**src/rtl/tfrt_pkg.sv**
```systemverilog
// shared types, codes and default sizes of the tcp flow rtt tracker
package tfrt_pkg;

  localparam int SEQ_DEPTH_DEF = 64;
  localparam int REP_DEPTH_DEF = 64;

  localparam logic [2:0] STAT_IGNORED = 3'd0;
  localparam logic [2:0] STAT_SENT    = 3'd1;
  localparam logic [2:0] STAT_HELD    = 3'd2;
  localparam logic [2:0] STAT_MATCH   = 3'd3;
  localparam logic [2:0] STAT_NOMATCH = 3'd4;
  localparam logic [2:0] STAT_FULL    = 3'd5;

  typedef struct packed {
    logic        action;
    logic        ack_flag;
    logic [31:0] src_addr;
    logic [31:0] dst_addr;
    logic [15:0] src_port;
    logic [15:0] dst_port;
    logic [31:0] seq_or_ack;
    logic [63:0] now_ns;
  } in_item_t;

  typedef struct packed {
    logic [2:0]  status;
    logic [31:0] rtt_ns;
    logic [31:0] avg_rtt_ns;
  } out_item_t;

  typedef enum logic [1:0] {
    ST_IDLE,
    ST_SEQ_SCAN,
    ST_REP_SCAN,
    ST_DONE
  } state_t;

endpackage

```
**src/rtl/tfrt_rep_cell.sv**
```systemverilog
// one report table entry with its stage of the flow lookup token
module tfrt_rep_cell #(
  parameter int DEPTH = tfrt_pkg::REP_DEPTH_DEF,
  parameter int IDX = 0,
  localparam int RW = (DEPTH > 1) ? $clog2(DEPTH) : 1
) (
  input  logic          clk,
  input  logic          rst_n,
  input  logic [63:0]   key_addrs,
  input  logic [31:0]   key_ports,
  input  logic          ti_vld,
  input  logic          ti_hit,
  input  logic [RW-1:0] ti_hidx,
  input  logic [31:0]   ti_havg,
  input  logic          ti_free,
  input  logic [RW-1:0] ti_fidx,
  output logic          to_vld,
  output logic          to_hit,
  output logic [RW-1:0] to_hidx,
  output logic [31:0]   to_havg,
  output logic          to_free,
  output logic [RW-1:0] to_fidx,
  input  logic          upd_wr,
  input  logic          upd_new,
  input  logic [RW-1:0] upd_idx,
  input  logic [31:0]   upd_avg
);

  localparam logic [RW-1:0] MY_IDX = RW'(IDX);

  logic        valid_r;
  logic [63:0] addrs_r;
  logic [31:0] ports_r;
  logic [31:0] avg_r;
  logic        match;
  logic        sel;

  assign match = valid_r && addrs_r == key_addrs && ports_r == key_ports;
  assign sel = upd_wr && upd_idx == MY_IDX;

  always_ff @(posedge clk) begin
    if (!rst_n) begin
      valid_r <= 1'b0;
      to_vld  <= 1'b0;
    end else begin
      to_vld <= ti_vld;
      if (sel && upd_new) begin
        valid_r <= 1'b1;
      end
    end
  end

  always_ff @(posedge clk) begin
    if (sel) begin
      avg_r <= upd_avg;
      if (upd_new) begin
        addrs_r <= key_addrs;
        ports_r <= key_ports;
      end
    end
    to_hit  <= ti_hit | match;
    to_hidx <= ti_hit ? ti_hidx : MY_IDX;
    to_havg <= ti_hit ? ti_havg : avg_r;
    to_free <= ti_free | !valid_r;
    to_fidx <= ti_free ? ti_fidx : MY_IDX;
  end

endmodule

```
**config.mk**
```make
export PLATFORM = sky130hd
export DESIGN_NAME = tfrt_rep_cell
export DESIGN_NICKNAME = d
export VERILOG_FILES = /design/src/rtl/tfrt_pkg.sv /design/src/rtl/tfrt_rep_cell.sv
export SDC_FILE = /design/constraint.sdc
export NUM_CORES = 1
export LEC_CHECK = 0
export ABC_AREA = 0
export BUFFER_PORTS_ARGS = -buffer_cell sky130_fd_sc_hd__buf_2
export CAP_MARGIN = 0
export CORE_ASPECT_RATIO = 0.8
export CORE_MARGIN = 3
export CORE_UTILIZATION = 51
export CTS_BUF_LIST = sky130_fd_sc_hd__clkbuf_8
export DETAILED_ROUTE_END_ITERATION = 12
export PLACE_DENSITY = 0.81
export RECOVER_POWER = 100
export SETUP_SLACK_MARGIN = 0.4
export SLEW_MARGIN = 20
export SYNTH_ARGS = -nofsm -noshare
export SYNTH_HDL_FRONTEND = slang
export SYNTH_SLANG_ARGS = --single-unit
```
**constraint.sdc**
```tcl
create_clock -name clk -period 9.6 [get_ports clk]
set_input_delay 1.44 -clock clk [delete_from_list [all_inputs] [get_ports clk]]
set_output_delay 1.44 -clock clk [all_outputs]
set_load 0.03 [all_outputs]
```
==> summary.txt <==
Outcome
  • Status: finished, violations left
  • Violated checks: max-capacitance violations, max-slew violations

Synth
  • Yosys reg bits: 176
  • Seq/Total Area, Yosys: 0.7312
  • Syn Area/Cell: 16.31 um^2
  • Cells after synthesis: 403
  • Synth Warn #: 0
  • Number of unique standard cell types used by synthesis: 31
  • Synth Net Count: 588
  • Cell Area, Synth: 6571 um^2

Clock network
  • Clk sinks: 176
  • CTS buffer count: 17
  • CTS tree: yes
  • Post-CTS Resized: 0
  • Clk slew on worst S/H paths: 0.09 ns
  • Deepest clock path buffer count: 2
  • Post-CTS setup buffers: 0
  • Clock Tree Root: clkbuf_8
  • Clk_lat worst skew: 0.45 ns
  • Htree depth: 4
  • CTS Hold Buffers Added: 0

GRT
  • Initial antenna violation count: 0
  • Gr usage total: 0.1979
  • Maximum number of pins on one net before global-route repair: 82
  • Global-route wire length before repair: 21.39 mm
  • Vias in the first global route: 4338
  • Grt ovf: 0

Critical path
  • Crit path from: upd_idx[2]
  • Reg-to-reg startpoint: addrs_r[19]
  • Crit-path max FO: 81
  • Worst setup path class: input pin to register
  • Worst Setup End Kind: register
  • Worst setup SP type: input pin
  • Worst EP arrival: 5.51 ns
  • Required @ worst endpoint: 9.67 ns

Floorplan
  • Row count: 36
  • Die Wd: 132.9 um
  • Die area: 14290 um^2
  • Die H: 107.5 um
  • Core area: 12390 um^2
  • Initial Util: 0.5305
  • IO Count: 232

Timing
  • Final setup fails: 0
  • Hold_ws: 0.4438 ns
  • Setup_tns: 0 ns
  • RSZ-0062 raised after global routing: no
  • Worst Skew: 0.01182 ns
  • Final worst path period need: 5.445 ns
  • Final Cycle Share: 0.5672
  • Fmax: 0.1836 GHz
  • Worst-Margin Slew: 2.077 ns
  • Slew headroom: -0.3850
  • Final Hold Viols: 0
  • Slew Limit Fails: 74

Pwr
  • Pwr Density: 176.1 nW/um^2
  • Leak: 2.868 nW
  • Design Power: 1.434 mW
  • Worst vdd ir: 141.6 uV

Min path
  • Hold path start: valid_r
  • Hold Path Class: register to register

Detailed routing
  • DR DRC count: 0
  • Drt initial violations: 262
  • Via count: 4109
  • Final WL: 13.96 mm
  • Drt pass-1 iters: 4
  • Vias per Instance: 4.921
  • Routed Antenna Nets: 0
  • Average wire per standard cell: 16.72 um

Place
  • Port Buffers: 231
  • Global placer's final weighted congestion: 0.8335
  • DPL Wire Length: 10.67 mm
  • Placement Cell Area: 7950 um^2
  • Dpl cells: 803

Layout
  • Finished Cell Area: 8140 um^2
  • # diodes: 0
  • Area delta synth->final: 23.88%
  • Filler cells: 949
  • Fin nets: 836
  • Layout cells sized above 1: 0.2395
  • Final std cells w/o fill: 835

Job
  • Max-cap viol count: 2
through the flow:
| stage | setup slack [ns] | utilization |
|---|---|---|
| 2_1_floorplan | 1.523 | - |
| 3_3_place_gp | 5.408 | 0.6418 |
| 3_5_place_dp | 5.269 | 0.6418 |
| 4_1_cts | 5.770 | 0.6725 |
| 5_1_grt | 3.801 | 0.6572 |
| 6_report | 4.155 | 0.6572 |
final cells by class:
cell class	instances	area (um^2)	area share
sequential	176	4805	0.5902
multi-input combinational	197	1654	0.2032
timing repair buffer	233	989.7	0.1216
clock buffer	19	261.5	0.03212
tap	171	214.0	0.02628
clock inverter	13	118.9	0.01460
inverter	26	97.59	0.01199
registers in the layout, summed over array words and instances (netlist names):
name and cells:
addrs_r 64, avg_r 32, ports_r 32, to_havg 32, to_fidx 6, to_hidx 6, to_free 1, to_hit 1
to_vld 1, valid_r 1
metal layers:
metal	vias up	share of wire	GRT usage
met1	1951	0.40	0.2374
met3	14	0.099	0.09346
met2	163	0.49	0.3178
met4	0	0.011	0.06454
met5	-	0	0
li1	1981	-	-
critical path, stage by stage:
cell and delay, ns:
buf_2 0.09, or4b_1 0.52, nor4_1 0.20, clkbuf_1 1.34, and2_0 0.95, buf_4 0.92
cell usage after synthesis:
cell type,number,area share
and2_1,14,0.013
nand2_1,1,0.00057
a22o_1,2,0.0027
nor2_1,1,0.00057
clkbuf_1,4,0.0023
a2111oi_4,1,0.0042
nand3_1,1,0.00076
and2b_1,2,0.0023
o21a_1,1,0.0011
nand2b_1,12,0.011
nor2b_4,2,0.0042
nand4_1,16,0.015
o22ai_1,7,0.0067
o2bb2ai_1,1,0.0013
o31ai_2,1,0.0019
nor4_1,8,0.0076
mux2_2,32,0.055
nor2b_1,17,0.016
dfxtp_1,48,0.15
xnor2_1,59,0.079
o2111ai_1,4,0.0053
a2111oi_0,1,0.0013
or4b_1,1,0.0015
xor2_1,1,0.0013
edfxtp_1,128,0.58
a2111o_1,6,0.010
inv_1,26,0.015
or2b_2,1,0.0013
a2111oi_2,1,0.0023
o221ai_1,3,0.0040
nor3_1,1,0.00076
where the power goes:
part           switching [mW]  internal (mW)  leakage [nW]
clock                   0.268          0.223         0.201
sequential            0.00404          0.826          1.55
combinational          0.0634         0.0489          1.11
cells by family (layout without fill, tap and decap cells):
group           after synthesis  in the layout  share of synthesized area
xor+xnor                     60             60                    0.07997
simple gates                 77             77                    0.07578
mux                          32             32                    0.05484
buf+inv                      30            291                    0.01714
compound gates               28             28                    0.04113
flops                       176            176                     0.7312
layout by cell type, fill, tap and decap left out, drive strengths merged, types with 2 or more instances in the layout:
master   instances
inv             36
dfxtp           48
a22o             2
clkbuf         162
and2            14
edfxtp         128
buf             90
o2111ai          4
a2111o           6
mux2            32
nand2b          12
o221ai           3
and2b            2
nand4           16
nor4             8
xnor2           59
o22ai            7
nor2b           19
a2111oi          3
final timing paths:
check / endpoint / slack (ns) / depth (start not counted)
hold / removal: to_free / 0.44 / 1
setup reg to reg: to_hit / 7.82 / 5
hold reg to reg: to_free / 0.44 / 1
setup / recovery: addrs_r[0] / 4.15 / 6
Power figures use the tool's default switching activity.
