$ cat config.mk
export PLATFORM = sky130hd
export DESIGN_NAME = tfrt_seq_cell
export DESIGN_NICKNAME = d
export VERILOG_FILES = /design/src/rtl/tfrt_pkg.sv /design/src/rtl/tfrt_seq_cell.sv
export SDC_FILE = /design/constraint.sdc
export NUM_CORES = 1
export LEC_CHECK = 0
export BUFFER_PORTS_ARGS = -buffer_cell sky130_fd_sc_hd__buf_2
export CAP_MARGIN = 15
export CORE_MARGIN = 4
export CORE_UTILIZATION = 31
export DETAILED_ROUTE_END_ITERATION = 10
export GPL_TIMING_DRIVEN = 1
export SYNTH_ARGS = -nofsm -noshare
export SYNTH_HDL_FRONTEND = slang
export SYNTH_SLANG_ARGS = --single-unit
$ cat constraint.sdc
create_clock -name clk -period 14.11 [get_ports clk]
set_clock_uncertainty 0.15 [all_clocks]
set_input_delay 1.411 -clock clk [delete_from_list [all_inputs] [get_ports clk]]
set_output_delay 1.411 -clock clk [all_outputs]
set_load 0.02 [all_outputs]
$ cat src/rtl/tfrt_pkg.sv
// shared types, codes and default sizes of the tcp flow rtt tracker
package tfrt_pkg;

  localparam int SEQ_DEPTH_DEF = 64;
  localparam int REP_DEPTH_DEF = 64;

  localparam logic [2:0] STAT_IGNORED = 3'd0;
  localparam logic [2:0] STAT_SENT    = 3'd1;
  localparam logic [2:0] STAT_HELD    = 3'd2;
  localparam logic [2:0] STAT_MATCH   = 3'd3;
  localparam logic [2:0] STAT_NOMATCH = 3'd4;
  localparam logic [2:0] STAT_FULL    = 3'd5;

  typedef struct packed {
    logic        action;
    logic        ack_flag;
    logic [31:0] src_addr;
    logic [31:0] dst_addr;
    logic [15:0] src_port;
    logic [15:0] dst_port;
    logic [31:0] seq_or_ack;
    logic [63:0] now_ns;
  } in_item_t;

  typedef struct packed {
    logic [2:0]  status;
    logic [31:0] rtt_ns;
    logic [31:0] avg_rtt_ns;
  } out_item_t;

  typedef enum logic [1:0] {
    ST_IDLE,
    ST_SEQ_SCAN,
    ST_REP_SCAN,
    ST_DONE
  } state_t;

endpackage

$ cat src/rtl/tfrt_seq_cell.sv
// one sequence table entry with its recency rank and its stage of the lookup token
module tfrt_seq_cell #(
  parameter int DEPTH = tfrt_pkg::SEQ_DEPTH_DEF,
  parameter int IDX = 0,
  localparam int SW = $clog2(DEPTH)
) (
  input  logic          clk,
  input  logic          rst_n,
  input  logic [63:0]   key_addrs,
  input  logic [31:0]   key_ports,
  input  logic [31:0]   key_num,
  input  logic [31:0]   wr_time,
  input  logic          ti_vld,
  input  logic          ti_hit,
  input  logic [SW-1:0] ti_hidx,
  input  logic [SW-1:0] ti_hrank,
  input  logic [31:0]   ti_htime,
  input  logic          ti_free,
  input  logic [SW-1:0] ti_fidx,
  input  logic [SW-1:0] ti_frank,
  input  logic [SW-1:0] ti_vidx,
  output logic          to_vld,
  output logic          to_hit,
  output logic [SW-1:0] to_hidx,
  output logic [SW-1:0] to_hrank,
  output logic [31:0]   to_htime,
  output logic          to_free,
  output logic [SW-1:0] to_fidx,
  output logic [SW-1:0] to_frank,
  output logic [SW-1:0] to_vidx,
  input  logic          upd_wr,
  input  logic          upd_touch,
  input  logic [SW-1:0] upd_idx,
  input  logic [SW-1:0] upd_rank
);

  localparam logic [SW-1:0] MY_IDX = SW'(IDX);
  localparam logic [SW-1:0] OLDEST = SW'(DEPTH - 1);

  logic          valid_r;
  logic [SW-1:0] rank_r;
  logic [63:0]   addrs_r;
  logic [31:0]   ports_r;
  logic [31:0]   num_r;
  logic [31:0]   time_r;
  logic          match;
  logic          sel;

  assign match = valid_r && addrs_r == key_addrs && ports_r == key_ports && num_r == key_num;
  assign sel = upd_idx == MY_IDX;

  always_ff @(posedge clk) begin
    if (!rst_n) begin
      valid_r <= 1'b0;
      rank_r  <= MY_IDX;
      to_vld  <= 1'b0;
    end else begin
      to_vld <= ti_vld;
      if (upd_wr && sel) begin
        valid_r <= 1'b1;
      end
      if (upd_touch) begin
        if (sel) begin
          rank_r <= '0;
        end else if (rank_r < upd_rank) begin
          rank_r <= rank_r + SW'(1);
        end
      end
    end
  end

  always_ff @(posedge clk) begin
    if (upd_wr && sel) begin
      addrs_r <= key_addrs;
      ports_r <= key_ports;
      num_r   <= key_num;
      time_r  <= wr_time;
    end
    to_hit   <= ti_hit | match;
    to_hidx  <= ti_hit ? ti_hidx : MY_IDX;
    to_hrank <= ti_hit ? ti_hrank : rank_r;
    to_htime <= ti_hit ? ti_htime : time_r;
    to_free  <= ti_free | !valid_r;
    to_fidx  <= ti_free ? ti_fidx : MY_IDX;
    to_frank <= ti_free ? ti_frank : rank_r;
    to_vidx  <= (rank_r == OLDEST) ? MY_IDX : ti_vidx;
  end

endmodule

==> results_dict.tcl, run 1 <==
set metrics [dict create \
    outcome "finished clean" \
    syn_nets 809 \
    gr-total-overflow 0 \
    hpwl_um 16200 \
    gp_congestion 0.769 \
    yosysTopAreaCellShare_pct 55.1 \
    syn_inst 562 \
    synth_area_leaders "edfxtp_1 55%, dfxtp_1 17%, xor2_1 6.3%" \
    yosysMostFrequentCell "edfxtp_1" \
    yosys.area.top_type "edfxtp_1" \
    slew_headroom_pct 32.3 \
    timing.final.crit_share_pct 31.8 \
    gr-usage-met2_pct 22.4 \
    via_per_inst 4.38 \
    dr.pass1.iters 6 \
    fin_ws_ns 9.62 \
    rsz0062_at_grt "no" \
    met3_usage_pct 3.87 \
    ys_seq_elements 232 \
    htreeDepth 1 \
    post_cts_buffers 0 \
    min_path_type "reg -> reg" \
    fmax_ghz 0.223 \
    wl_per_cell_um 16.5 \
    synthArstFlopShare_pct 0 \
    start_util_pct 31.4 \
    cts_tree "yes" \
    nFillCells 2658 \
    drt_iter0_markers 274 \
    synth_top_family_by_area "XOR/XNOR gates" \
    io_pins 306 \
    antenna_cells 0 \
    synth-xor-area-share_pct 9.25 \
    num_vias 5644 \
    start_kind "input port" \
    place_ws_ns 9.02 \
    powerDensity_nw_per_um2 129 \
    insertion_delay_ns 0.51 \
    ys.flop_type "edfxtp_1" \
    rows 61 \
    synth_compound_area_share_pct 4.44 \
    leakage_nw 4.68 \
    finalWirelength_um 21200 \
    netlist_area_um2 8710 \
    track_usage_pct 13.0 \
    grt_use_met1_pct 16.1 \
    period_minus_slack_ns 4.49 \
    worstPathMaxFanout 66 \
    die_y_um 176 \
    multi_input_area_um2 2290 \
    core_area_um2 27800 \
    dieArea_um2 30900 \
    grt_first_pass_wirelength_um 31600 \
    syn_to_final_growth_pct 32.1 \
    synthMuxAreaShare_pct 5.69 \
    hold-worst-slack_ns 0.319 \
    drc 0 \
    ys_types 43 \
    worstPathRequired_ns 14.10 \
    register_area_um2 6250 \
    maxCapViolations 0 \
    synth-adder-area-share_pct 0.861 \
    final-hold-violation-count 0 \
    worst_pin_slew_ns 1.02 \
    clock_tree.buffer_depth 3 \
    grt_pass1_vias 5788 \
    layout-drive-gt1-share_pct 42.9 \
    worst_ir_drop_vdd_mv 0.0852 \
    grt_busiest_layer "met2" \
    report.final.slew_viol_count 0 \
    io_buffer_count 305 \
    cts_hold_buf 0 \
    finalSetupViolCount 0 \
    synth_area_per_cell_um2 15.5 \
    synthTopCellsByCount "160 x edfxtp_1, 72 x dfxtp_1, 63 x xor2_1" \
    cp-end-kind "flop" \
    cts_buffers 27 \
    critical_path_class "in -> reg" \
    ant_nets 0 \
    critPathArrivalTime_ns 4.48 \
    clockRootBuffer "clkbuf_16" \
    synth_edf_count 160 \
    synth_simple_gate_area_share_pct 5.99 \
    grt_max_degree 67 \
    fin_setup_tns_ns 0 \
    antenna_found_initial 2 \
    clock_sinks 232 \
    cts_resized 0 \
    path_clk_slew_ns 0.06 \
    die_width_um 176 \
    synth.yosys.seq_area_share_pct 71.7 \
    synth-warning-count 0 \
    fin_nets 1139 \
]
## layout by cell type, fill, tap and decap left out, types with 5 or more instances in the layout
cell type and count:
a22o_1 5, a22oi_1 6, and2_1 13, buf_2 305
clkbuf_1 8, clkbuf_16 27, clkinv_2 5, dfxtp_1 72
edfxtp_1 160, ha_1 6, inv_1 43, mux2_2 44
nand2_1 7, nand2b_1 5, nand3_1 5, nand4_1 12
nor2b_1 7, nor4_1 22, o22ai_1 11, o2bb2ai_1 7
xnor2_1 29, xor2_1 63
## per-layer routing
metal / vias to the layer above / share of wire (%)
met5: - / 0.066
met4: 4 / 1.5
met3: 26 / 8.3
met2: 198 / 49
met1: 2679 / 41
li1: 2737 / -
## per-stage QoR
| step | instances | cell area (um^2) | power [W] | util, % |
|---|---|---|---|---|
| global route | 1289 | 11500 | 0.00155 | 41.4 |
| detailed placement | 1241 | 10700 | 0.000868 | 38.5 |
| CTS | 1289 | 11500 | 0.00151 | 41.4 |
| global placement | 1241 | 10700 | 0.000867 | 38.5 |
| finish | 1289 | 11500 | 0.00149 | 41.4 |
| floorplan | 562 | 8710 | 0.000808 | - |
## layout make-up
cell class / count / share of cell area [%]
clock buffers: 35 / 6.13
clock inverters: 13 / 0.859
inverters: 43 / 1.40
multi-input cells: 281 / 19.9
flip-flops and latches: 232 / 54.2
well taps: 378 / 4.11
repair buffers: 307 / 13.4
## sequential cells by signal, indices dropped and copies added, names as in the netlist
signal and cells:
addrs_r 64, to_hrank 6, to_hit 1, ports_r 32
rank_r 6, to_free 1, time_r 32, to_fidx 6
valid_r 1, to_vld 1, to_frank 6, to_htime 32
to_vidx 6, num_r 32, to_hidx 6
## final timing paths
kind / from / endpoint / slack, ns / cells after the start
setup reg to reg: addrs_r[23] / to_hit / 12.01 / 6
setup / recovery: upd_idx[3] / addrs_r[29] / 9.62 / 6
hold reg to reg: time_r[30] / to_htime[30] / 0.32 / 1
hold / removal: time_r[30] / to_htime[30] / 0.32 / 1
## critical path, stage by stage
cell and delay [ns]:
buf_2 0.09, or4_1 0.52, nor3_1 0.30, and2_4 0.56, buf_4 0.78, buf_4 0.72
## report_power, final
group          switching [W]  internal [W]
clock network       0.000264      0.000371
logic              0.0000541     0.0000525
registers         0.00000483      0.000741
total               0.000323       0.00116
## logic make-up (layout without fill, tap and decap cells)
group,after synthesis,in the layout
buffers and inverters,49,398
DFF,232,232
AOI/OAI and AO/OA,52,52
adders and majority gates,6,6
muxes,44,44
xor gates and xnor gates,92,92
and+or+nand+nor,87,87
Note: power is estimated with default switching activity, not from simulation.
==> inputs of run 2 (changes only) <==
Clock period 14.11 ns to 4.2 ns, I/O delays scaled along.
==> run 2 against run 1 <==
Against the previous run: combinational power grew to 5.0 times the previous value; routed wire length increased by 18%; count of clock-buffer cells in the layout increased by 2; cell count grew 17%; sequential power grew to 3.4 times the previous value; register-to-register slack got worse by 9.9 ns; worst setup slack worse by 7.7 ns; via count rose by 16%; flip-flop and latch count unchanged; first-iteration DRC count grew 12%; core utilization up 8.3 points; hold slack worse by 0.29 ns; critical path type unchanged; critical endpoint is now addrs_r[46]; largest cell class unchanged.
==> results_dict.tcl, run 2 (synthesis gave the netlist of run 1 again) <==
set metrics [dict create \
    outcome "finished clean" \
    gp_congestion 0.766 \
    worst_ir_drop_vdd_mv 0.259 \
    report.final.slew_viol_count 0 \
    clock_sinks 232 \
    nFillCells 2400 \
    met3_usage_pct 3.92 \
    grt_pass1_vias 7124 \
    io_buffer_count 305 \
    grt_max_degree 88 \
    clock_tree.buffer_depth 3 \
    hpwl_um 16500 \
    dr.pass1.iters 4 \
    via_per_inst 4.33 \
    leakage_nw 5.65 \
    min_from "ti_hrank[2]" \
    track_usage_pct 15.7 \
    powerDensity_nw_per_um2 384 \
    die_y_um 176 \
    period_minus_slack_ns 2.32 \
    path_clk_slew_ns 0.06 \
    antenna_found_initial 1 \
    worst_pin_slew_ns 0.576 \
    final_common_cell "buf_2" \
    r2r_start "num_r[29]" \
    worstPathMaxFanout 87 \
    ant_nets 0 \
    post_cts_buffers 0 \
    num_vias 6555 \
    core_area_um2 27800 \
    p_total_w 0.00531 \
    fin_nets 1361 \
    largest_reg_flops 64 \
    fmax_ghz 0.430 \
    clockRootBuffer "clkbuf_16" \
    maxCapViolations 0 \
    grt_use_met1_pct 19.3 \
    drc 0 \
    mostFrequentLayoutCells "305 x buf_2, 222 x dlygate4sd3_1, 160 x edfxtp_1, 72 x dfxtp_1, 63 x xor2_1" \
    min_path_type "in -> reg" \
    cp-end-kind "flop" \
    io_pins 306 \
    start_kind "input port" \
    insertion_delay_ns 0.52 \
    slew_headroom_pct 61.6 \
    finalSetupViolCount 0 \
    syn_to_final_growth_pct 58.7 \
    dieArea_um2 30900 \
    worstPathRequired_ns 4.21 \
    drt_iter0_markers 308 \
    crit_start "upd_idx[3]" \
    critPathArrivalTime_ns 2.33 \
    fin_setup_tns_ns 0 \
    finalWirelength_um 25100 \
    rsz0062_at_grt "no" \
    wl_per_cell_um 16.6 \
    gr-total-overflow 0 \
    layout-drive-gt1-share_pct 35.0 \
    gr-usage-met2_pct 27.4 \
    grt_busiest_layer "met2" \
    htreeDepth 1 \
    cts_buffers 26 \
    cts_tree "yes" \
    critical_path_class "in -> reg" \
    final-hold-violation-count 0 \
    die_width_um 176 \
    grt_first_pass_wirelength_um 38500 \
    timing.final.crit_share_pct 55.3 \
    rows 61 \
    start_util_pct 31.4 \
    regMostFlops "addrs_r" \
]
-- run 2: changes by cell type in the layout (fill, tap and decap cells not counted), sizes merged --
cell	before	now
buf	307	308
diode	0	2
bufinv	1	2
dlygate4sd3	0	222
clkinv	11	8
clkbuf	35	37
-- run 2: cell type report --
type	count	area, um^2	area share [%]
diodes	2	5.00	0.0362
repair buffers	530	3800	27.4
well taps	378	473	3.42
clock inverters	11	111	0.805
clock buffers	37	753	5.44
inverters	43	161	1.17
flip-flops and latches	232	6250	45.2
multi-input cells	281	2290	16.5
-- run 2: report_power, final --
part / internal (W) / switching [W]
combinational: 0.000312 / 0.000225
sequential: 0.00249 / 0.0000180
clock: 0.00137 / 0.000900
-- run 2: metal layers --
| layer | vias up | wire, um | part of all wire [%] |
|---|---|---|---|
| met3 | 50 | 1730 | 6.9 |
| met4 | 0 | 582 | 2.3 |
| met1 | 3090 | 10400 | 41 |
| met5 | - | 0 | 0 |
| met2 | 236 | 12400 | 50 |
| li1 | 3179 | - | - |
-- run 2: final timing paths --
check             cells after the start  slack, ns           to
setup / recovery                      5       1.88  addrs_r[46]
hold / removal                        2       0.03  to_hrank[2]
setup reg to reg                      5       2.10       to_hit
hold reg to reg                       1       0.30      to_free
-- run 2: critical path, cell delays in order --
cell	delay, ns
buf_2	0.09
or4_1	0.50
nor3_1	0.36
and2_4	0.45
buf_12	0.43
-- run 2: through the flow --
step                      utilization, %  cell area [um^2]  cells  setup slack, ns  hold WS (ns)
final                               49.8             13800   1514             1.88        0.0270
after global routing                49.8             13800   1513             1.72       0.00900
after CTS                           49.7             13800   1511             1.85       0.00181
after detailed placement            38.7             10700   1242             1.30         0.308
after global placement              38.7             10700   1242             1.29         0.302
after floorplan                        -              8720    562            0.441         0.230
-- run 2: timing repair --
item | in CTS | in global routing
endpoints found under the hold margin | 221 | 1
gates resized for setup | 0 | 0
hold buffers | 221 | 1
==> inputs of run 3 (changes only) <==
Settings changed: ABC_AREA set to 1.
Clock period 4.2 ns to 2.25 ns, I/O delays scaled along.
==> run 3 against run 2 <==
Against the previous run: cell count increased by 27%; combinational power rose by 100%; global-route usage is 0.082 points higher; core utilization about the same; flip-flop and latch count unchanged; largest cell class unchanged; via count increased by 24%; total power grew 87%; first-iteration DRC count is 15% lower.
==> results_dict.tcl, run 3 <==
set metrics [dict create \
    outcome "finished clean" \
    register_area_um2 6250 \
    ys_types 26 \
    grt_max_degree 59 \
    final_common_cell "buf_2" \
    critPathArrivalTime_ns 2.39 \
    drc 0 \
    report.final.slew_viol_count 0 \
    syn_inst 943 \
    worst_pin_slew_ns 0.660 \
    gr-total-overflow 0 \
    path_clk_slew_ns 0.06 \
    crit_path_cell_trace "dlygate4sd3_1, buf_2, nand2_1, dlygate4sd3_1, o21ai_0, dlygate4sd3_1" \
    cts_hold_buf 244 \
    path_buf_inv 4 \
    worstPathMaxFanout 19 \
    io_buffer_count 305 \
    dieArea_um2 33400 \
    cpPeakStageDelay_ns 0.59 \
    grt_pass1_vias 8788 \
    track_usage_pct 15.8 \
    netlist_area_um2 9460 \
    finalWirelength_um 27100 \
    clock_sinks 232 \
    wl_per_cell_um 14.0 \
    cp_common_cell "dlygate4sd3_1" \
    crit_family "buffers and inverters" \
    ys_seq_elements 232 \
    cp-end-kind "flop" \
    critical_path_class "in -> reg" \
    clock_tree.buffer_depth 3 \
    start_util_pct 31.7 \
    antenna_found_initial 0 \
    cts_tree "yes" \
    fmax_ghz 0.480 \
    p_total_w 0.00995 \
    grt_first_pass_wirelength_um 43200 \
    die_width_um 183 \
    slew_headroom_pct 55.9 \
    synthTopCellsByCount "297 x nand2_1, 160 x edfxtp_1, 154 x inv_1" \
    largest_reg_flops 64 \
    gp_congestion 0.803 \
    synth_edf_count 160 \
    yosys.area.top_type "edfxtp_1" \
    timing.final.crit_share_pct 92.7 \
    rows 63 \
    min_path_type "in -> reg" \
    die_y_um 183 \
    finalSetupViolCount 0 \
    final-hold-violation-count 0 \
    hpwl_um 18200 \
    period_minus_slack_ns 2.09 \
    drt_iter0_markers 263 \
    io_pins 306 \
    cp_slowest_cell "dlygate4sd3_1" \
    regMostFlops "addrs_r" \
    mostFrequentLayoutCells "305 x buf_2, 296 x nand2_1, 244 x dlygate4sd3_1, 160 x edfxtp_1, 153 x inv_1" \
    hold-worst-slack_ns 0.0592 \
    ant_nets 0 \
    cts_resized 0 \
    synth.yosys.seq_area_share_pct 66.0 \
    multi_input_area_um2 2600 \
    via_per_inst 4.22 \
    nFillCells 2594 \
    fin_nets 1767 \
    yosysTopAreaCellShare_pct 50.8 \
    synth-warning-count 0 \
    antenna_cells 0 \
    ys.flop_type "edfxtp_1" \
    num_vias 8140 \
    worstPathRequired_ns 2.55 \
    syn_nets 1190 \
    yosysMostFrequentCell "nand2_1" \
    leakage_nw 6.82 \
    rsz0062_at_grt "no" \
    synth_area_leaders "edfxtp_1 51%, dfxtp_1 15%, nand2_1 12%" \
    worst_ir_drop_vdd_mv 0.462 \
    syn_to_final_growth_pct 57.3 \
    core_area_um2 29900 \
    dr.pass1.iters 7 \
    htreeDepth 1 \
    layout-drive-gt1-share_pct 25.2 \
    cts_buffers 26 \
    start_kind "input port" \
    synth_area_per_cell_um2 10.0 \
    synthArstFlopShare_pct 0 \
    insertion_delay_ns 0.52 \
    clockRootBuffer "clkbuf_16" \
    post_cts_buffers 0 \
    powerDensity_nw_per_um2 668 \
    maxCapViolations 0 \
]
[run 3: cell types whose count changed in the layout (fill, tap and decap cells not counted), moves of 10 or more]
cell,before,now
xnor2_1,29,47
nor2_1,4,75
xor2_1,63,6
or2_2,0,26
and2_1,13,0
o21ai_0,4,21
dlygate4sd3_1,222,244
o22ai_1,11,1
nand3_1,5,27
inv_1,43,153
nor4_1,22,0
mux2_2,44,0
nand2_1,7,296
[run 3: final timing paths]
path,to,cells past startpoint,slack (ns),startpoint
min,rank_r[2],5,0.06,upd_idx[4]
min reg2reg,to_htime[19],2,0.28,time_r[19]
max reg2reg,rank_r[1],8,0.48,rank_r[4]
max,to_frank[2],6,0.16,ti_free
[run 3: layout make-up]
class / count / share of cell area (%)
clock buffers: 39 / 5.04
inverters: 156 / 3.99
clock inverters: 9 / 0.647
multi-input cells: 544 / 17.4
repair buffers: 560 / 27.6
flip-flops and latches: 232 / 42.0
well taps: 390 / 3.28
[run 3: kinds of logic after synthesis]
| group | Yosys count | share of synthesized area (%) |
|---|---|---|
| adders and majority gates | 6 | 0.793 |
| DFF | 232 | 66.0 |
| xor gates and xnor gates | 53 | 4.90 |
| AOI/OAI and AO/OA | 34 | 1.94 |
| and+or+nand+nor | 451 | 19.7 |
| buffers and inverters | 167 | 6.64 |
[run 3: per-layer routing]
| layer | part of all wire [%] | GRT usage [%] | up-vias | wire length, um |
|---|---|---|---|---|
| met1 | 41 | 19.0 | 3701 | 11000 |
| met4 | 2.9 | 4.92 | 0 | 798 |
| met2 | 49 | 27.8 | 258 | 13400 |
| met5 | 0 | 0 | - | 0 |
| li1 | - | - | 4125 | - |
| met3 | 6.9 | 3.75 | 56 | 1860 |
[run 3: worst min-delay path: cells and delay by family]
family | cells | cell delay [ns]
AO/OA/AOI/OAI | 1 | 0.11
buffers and inverters | 1 | 0.07
AND/OR/NAND/NOR | 3 | 0.28
[run 3: power by group]
| part | total, W | internal [W] | switching (W) |
|---|---|---|---|
| Clock | 0.00418 | 0.00253 | 0.00165 |
| Combinational | 0.00109 | 0.000596 | 0.000496 |
| Sequential | 0.00468 | 0.00465 | 0.0000297 |
[run 3: through the flow]
step	TNS (ns)	worst slack (ns)	cell area (um^2)	std cells	util, %
finish	0	0.165	14900	1930	49.8
CTS	0	0.296	14900	1930	49.8
detailed placement	0	0.240	11600	1638	38.8
global route	0	0.0977	14900	1930	49.8
floorplan	-204.69	-1.28	9480	943	-
global placement	0	0.239	11600	1638	38.8
